[config.mk]
export PLATFORM = sky130hd
export DESIGN_NAME = smr_ram
export DESIGN_NICKNAME = d
export VERILOG_FILES = /design/src/design/smr_ram.sv
export SDC_FILE = /design/constraint.sdc
export NUM_CORES = 1
export LEC_CHECK = 0
export BUFFER_PORTS_ARGS = -buffer_cell sky130_fd_sc_hd__buf_2
export CAP_MARGIN = 20
export CORE_MARGIN = 5
export CORE_UTILIZATION = 50
export CTS_CLUSTER_DIAMETER = 120
export DETAILED_ROUTE_END_ITERATION = 8
export GPL_TIMING_DRIVEN = 0
export PLACE_DENSITY = 0.71
export SLEW_MARGIN = 10
export SYNTH_ARGS = -nofsm -noshare
export SYNTH_HDL_FRONTEND = slang
export SYNTH_SLANG_ARGS = --single-unit
[constraint.sdc]
create_clock -name clk -period 3 [get_ports clk]
set_input_delay 0.15 -clock clk [delete_from_list [all_inputs] [get_ports clk]]
set_output_delay 0.15 -clock clk [all_outputs]
set_load 0.02 [all_outputs]
[src/design/smr_ram.sv]
`default_nettype none

module smr_ram #(
    parameter int WIDTH = 8,
    parameter int DEPTH = 16
) (
    input  wire logic                     clk,
    input  wire logic                     wr_en,
    input  wire logic [$clog2(DEPTH)-1:0] wr_addr,
    input  wire logic [WIDTH-1:0]         wr_data,
    input  wire logic                     rd_en,
    input  wire logic [$clog2(DEPTH)-1:0] rd_addr,
    output logic      [WIDTH-1:0]         rd_data
);

    logic [WIDTH-1:0] mem [DEPTH];

    always_ff @(posedge clk)
    begin
        if (wr_en)
        begin
            mem[wr_addr] <= wr_data;
        end
        if (rd_en)
        begin
            rd_data <= mem[rd_addr];
        end
    end

endmodule

`default_nettype wire

==> summary.txt <==
status -> finished, final reports clean
Power Internal -> 3.82 mW
cells after synthesis -> 229
max_cap viols -> 0
share of cells above drive strength 1 -> 29.6%
Worst Hold Class -> in2reg
H-tree Lvls -> 4
min Tclk post-route -> 1.61 ns
Worst setup SP type -> input port
critical-path cell list -> buf_2, or3b_2, nor3_1, buf_2
mapped cell area -> 5230 um2
most common cell after layout, fill and taps aside -> edfxtp_1
flop and latch count out of synthesis -> 136
Slew headroom -> 37.2%
post_cts resized -> 0
worst endpoint data arrival time -> 1.84 ns
port bufs -> 25
Num Clock Sinks -> 136
power per cell area -> 753 nW/um2
Switching Share -> 18.6%
Starting Density -> 50.9%
largest net degree at the start of global routing -> 17
Die H -> 112 um
CTS Buf Count -> 17
CTS tree -> done
Clk pwr share -> 49.6%
Residual DRC -> 0
dpl hpwl -> 6180 um
site row count -> 37
Multi-input gate area -> 1060 um2
crit path max fanout -> 6
number of buffers added for setup after CTS -> 0
io pins -> 27
Switch Pwr -> 870 uW
Most common cell on crit path -> buf_2
Slew Limit Fails -> 0
Pleak -> 2.11 nW
most used cells in the layout excluding fill and tap cells -> 136 x edfxtp_1, 31 x buf_2, 18 x mux4_2
setup TNS -> 0 ns
Congestion Overflow GR -> 0
Vias/cell -> 5.74
Initial DRC Count -> 203
vias in the first global route -> 2,506
Pre-antenna DRT Iters -> 4
All-Layer GR Usage -> 16.8%
Mapped Nets -> 248
Core Box Area -> 10,300 um2
post-route ant nets -> 0
CP max stage cell -> nor3_1
skew final -> 0.00347 ns
Crit path largest cell delay -> 0.74 ns
Placer Congestion -> 0.747
Max Root-Sink Buffers -> 2
Worst Tran Pin Value -> 0.935 ns
DR vias -> 2,451
crit path capture type -> flop
VDD IR max -> 0.426 mV
WS Path Type -> in2reg
full die area -> 12,600 um2
n_diodes -> 0
Layout fillers -> 715
Cell variety after synth -> 18
RSZ-0062 raised after global routing -> no
antenna violations before repair -> 0
area delta synth->final -> 19.1%
Req. time, crit path -> 3.23 ns
Tcrit/Tclk final -> 53.6%
mean post-synth cell area -> 22.8 um2
Fin. Hold Viols -> 0
setup violators final -> 0
Synthesis Warnings -> 0
Storage cell area -> 4080 um2
Clock transition at path regs -> 0.06 ns
Final nets -> 297
total wire length after detailed routing -> 9770 um
Logic pwr share -> 4.5%
Clock Latency Late Sink -> 0.51 ns
CTS root buffer -> clkbuf_8
fmax -> 621 MHz
die width -> 112 um
register area share after synthesis -> 78.1%
first-pass GRT wire length -> 15,100 um
Pwr Total -> 4.69 mW
drt wl/cell -> 22.9 um
Flop pwr share -> 45.9%
power groups by stage:
stage               Clock (mW)  Sequential, mW  Combinational (mW)
floorplan                    0            2.20               0.108
global placement             0            2.19               0.205
detailed placement           0            2.19               0.211
CTS                       2.35            2.15               0.213
global route              2.45            2.15               0.227
finish                    2.33            2.15               0.210
cells in the mapped netlist:
master / instances / share of area, %
mux4_1: 14 / 7.0
and2b_1: 1 / 0.14
nand3_1: 1 / 0.096
or3b_2: 1 / 0.17
nand3b_1: 2 / 0.29
nand2_1: 9 / 0.65
buf_2: 3 / 0.29
buf_6: 3 / 0.65
and2_1: 1 / 0.12
nor2_1: 13 / 0.93
a22oi_1: 16 / 2.3
buf_4: 1 / 0.14
edfxtp_1: 136 / 78
nand2b_1: 2 / 0.24
nor2b_1: 1 / 0.12
clkdlybuf4s25_2: 3 / 0.57
mux4_2: 18 / 7.8
nor3_1: 4 / 0.38
layout make-up:
type / instances / share of cell area, %
Buffer: 10 / 1.39
Clock buffer: 18 / 6.71
Clock inverter: 14 / 4.06
Multi-Input combinational cell: 83 / 17.0
Sequential cell: 136 / 65.6
Tap cell: 136 / 2.73
Timing Repair Buffer: 30 / 2.53
stage by stage:
step                      util (%)  hold WS (ns)  instance area, um2  std cells  setup slack [ns]
after detailed placement      54.0         0.491                5550        394             0.876
after CTS                     60.6       0.00778                6230        427              1.42
after global routing          60.6        0.0240                6230        427              1.29
after floorplan                  -         0.249                5230        229              1.36
final                         60.6        0.0310                6230        427              1.39
after global placement        53.7         0.483                5520        390             0.794
state kept, by name, summed over array words and instances, names as in the netlist:
| signal | count |
|---|---|
| mem | 128 |
| rd_data | 8 |
cells by family (layout without fill, tap and decap cells):
group | after synthesis | in the layout | share of synthesized area [%]
flip-flops | 136 | 136 | 78.1
AND/OR/NAND/NOR | 35 | 35 | 3.14
multiplexers | 32 | 32 | 14.8
AO/OA/AOI/OAI | 16 | 16 | 2.30
buffers and inverters | 10 | 72 | 1.65
worst paths after layout:
kind              start    endpoint  slack (ns)  cells after the start
max reg2reg   mem[4][2]  rd_data[2]        1.47                      3
min reg2reg  mem[11][2]  rd_data[2]        0.76                      3
min          wr_data[0]   mem[2][0]        0.03                      1
max          wr_addr[2]   mem[0][2]        1.39                      4
timing repair:
| item | 4_1_cts | 5_1_grt |
|---|---|---|
| hold buffers | 1 | 0 |
| endpoints found under the hold margin | 8 | 0 |
| endpoints found under the setup margin | 0 | 0 |
routing by layer:
metal / track usage [%] / share of wire (%) / vias to the layer above / routed length (um)
met4: 6.25 / 1.2 / 0 / 113
met1: 23.2 / 42 / 1256 / 4110
met2: 25.9 / 50 / 107 / 4900
li1: - / - / 1079 / -
met5: 0 / 0 / - / 0
met3: 4.74 / 6.6 / 9 / 641
worst max-delay path, delay by kind of cell:
family                 cells  cell delay [ns]
buffers and inverters      2             0.41
and+or+nand+nor            2             1.27
Note: power is estimated with default switching activity, not from simulation.
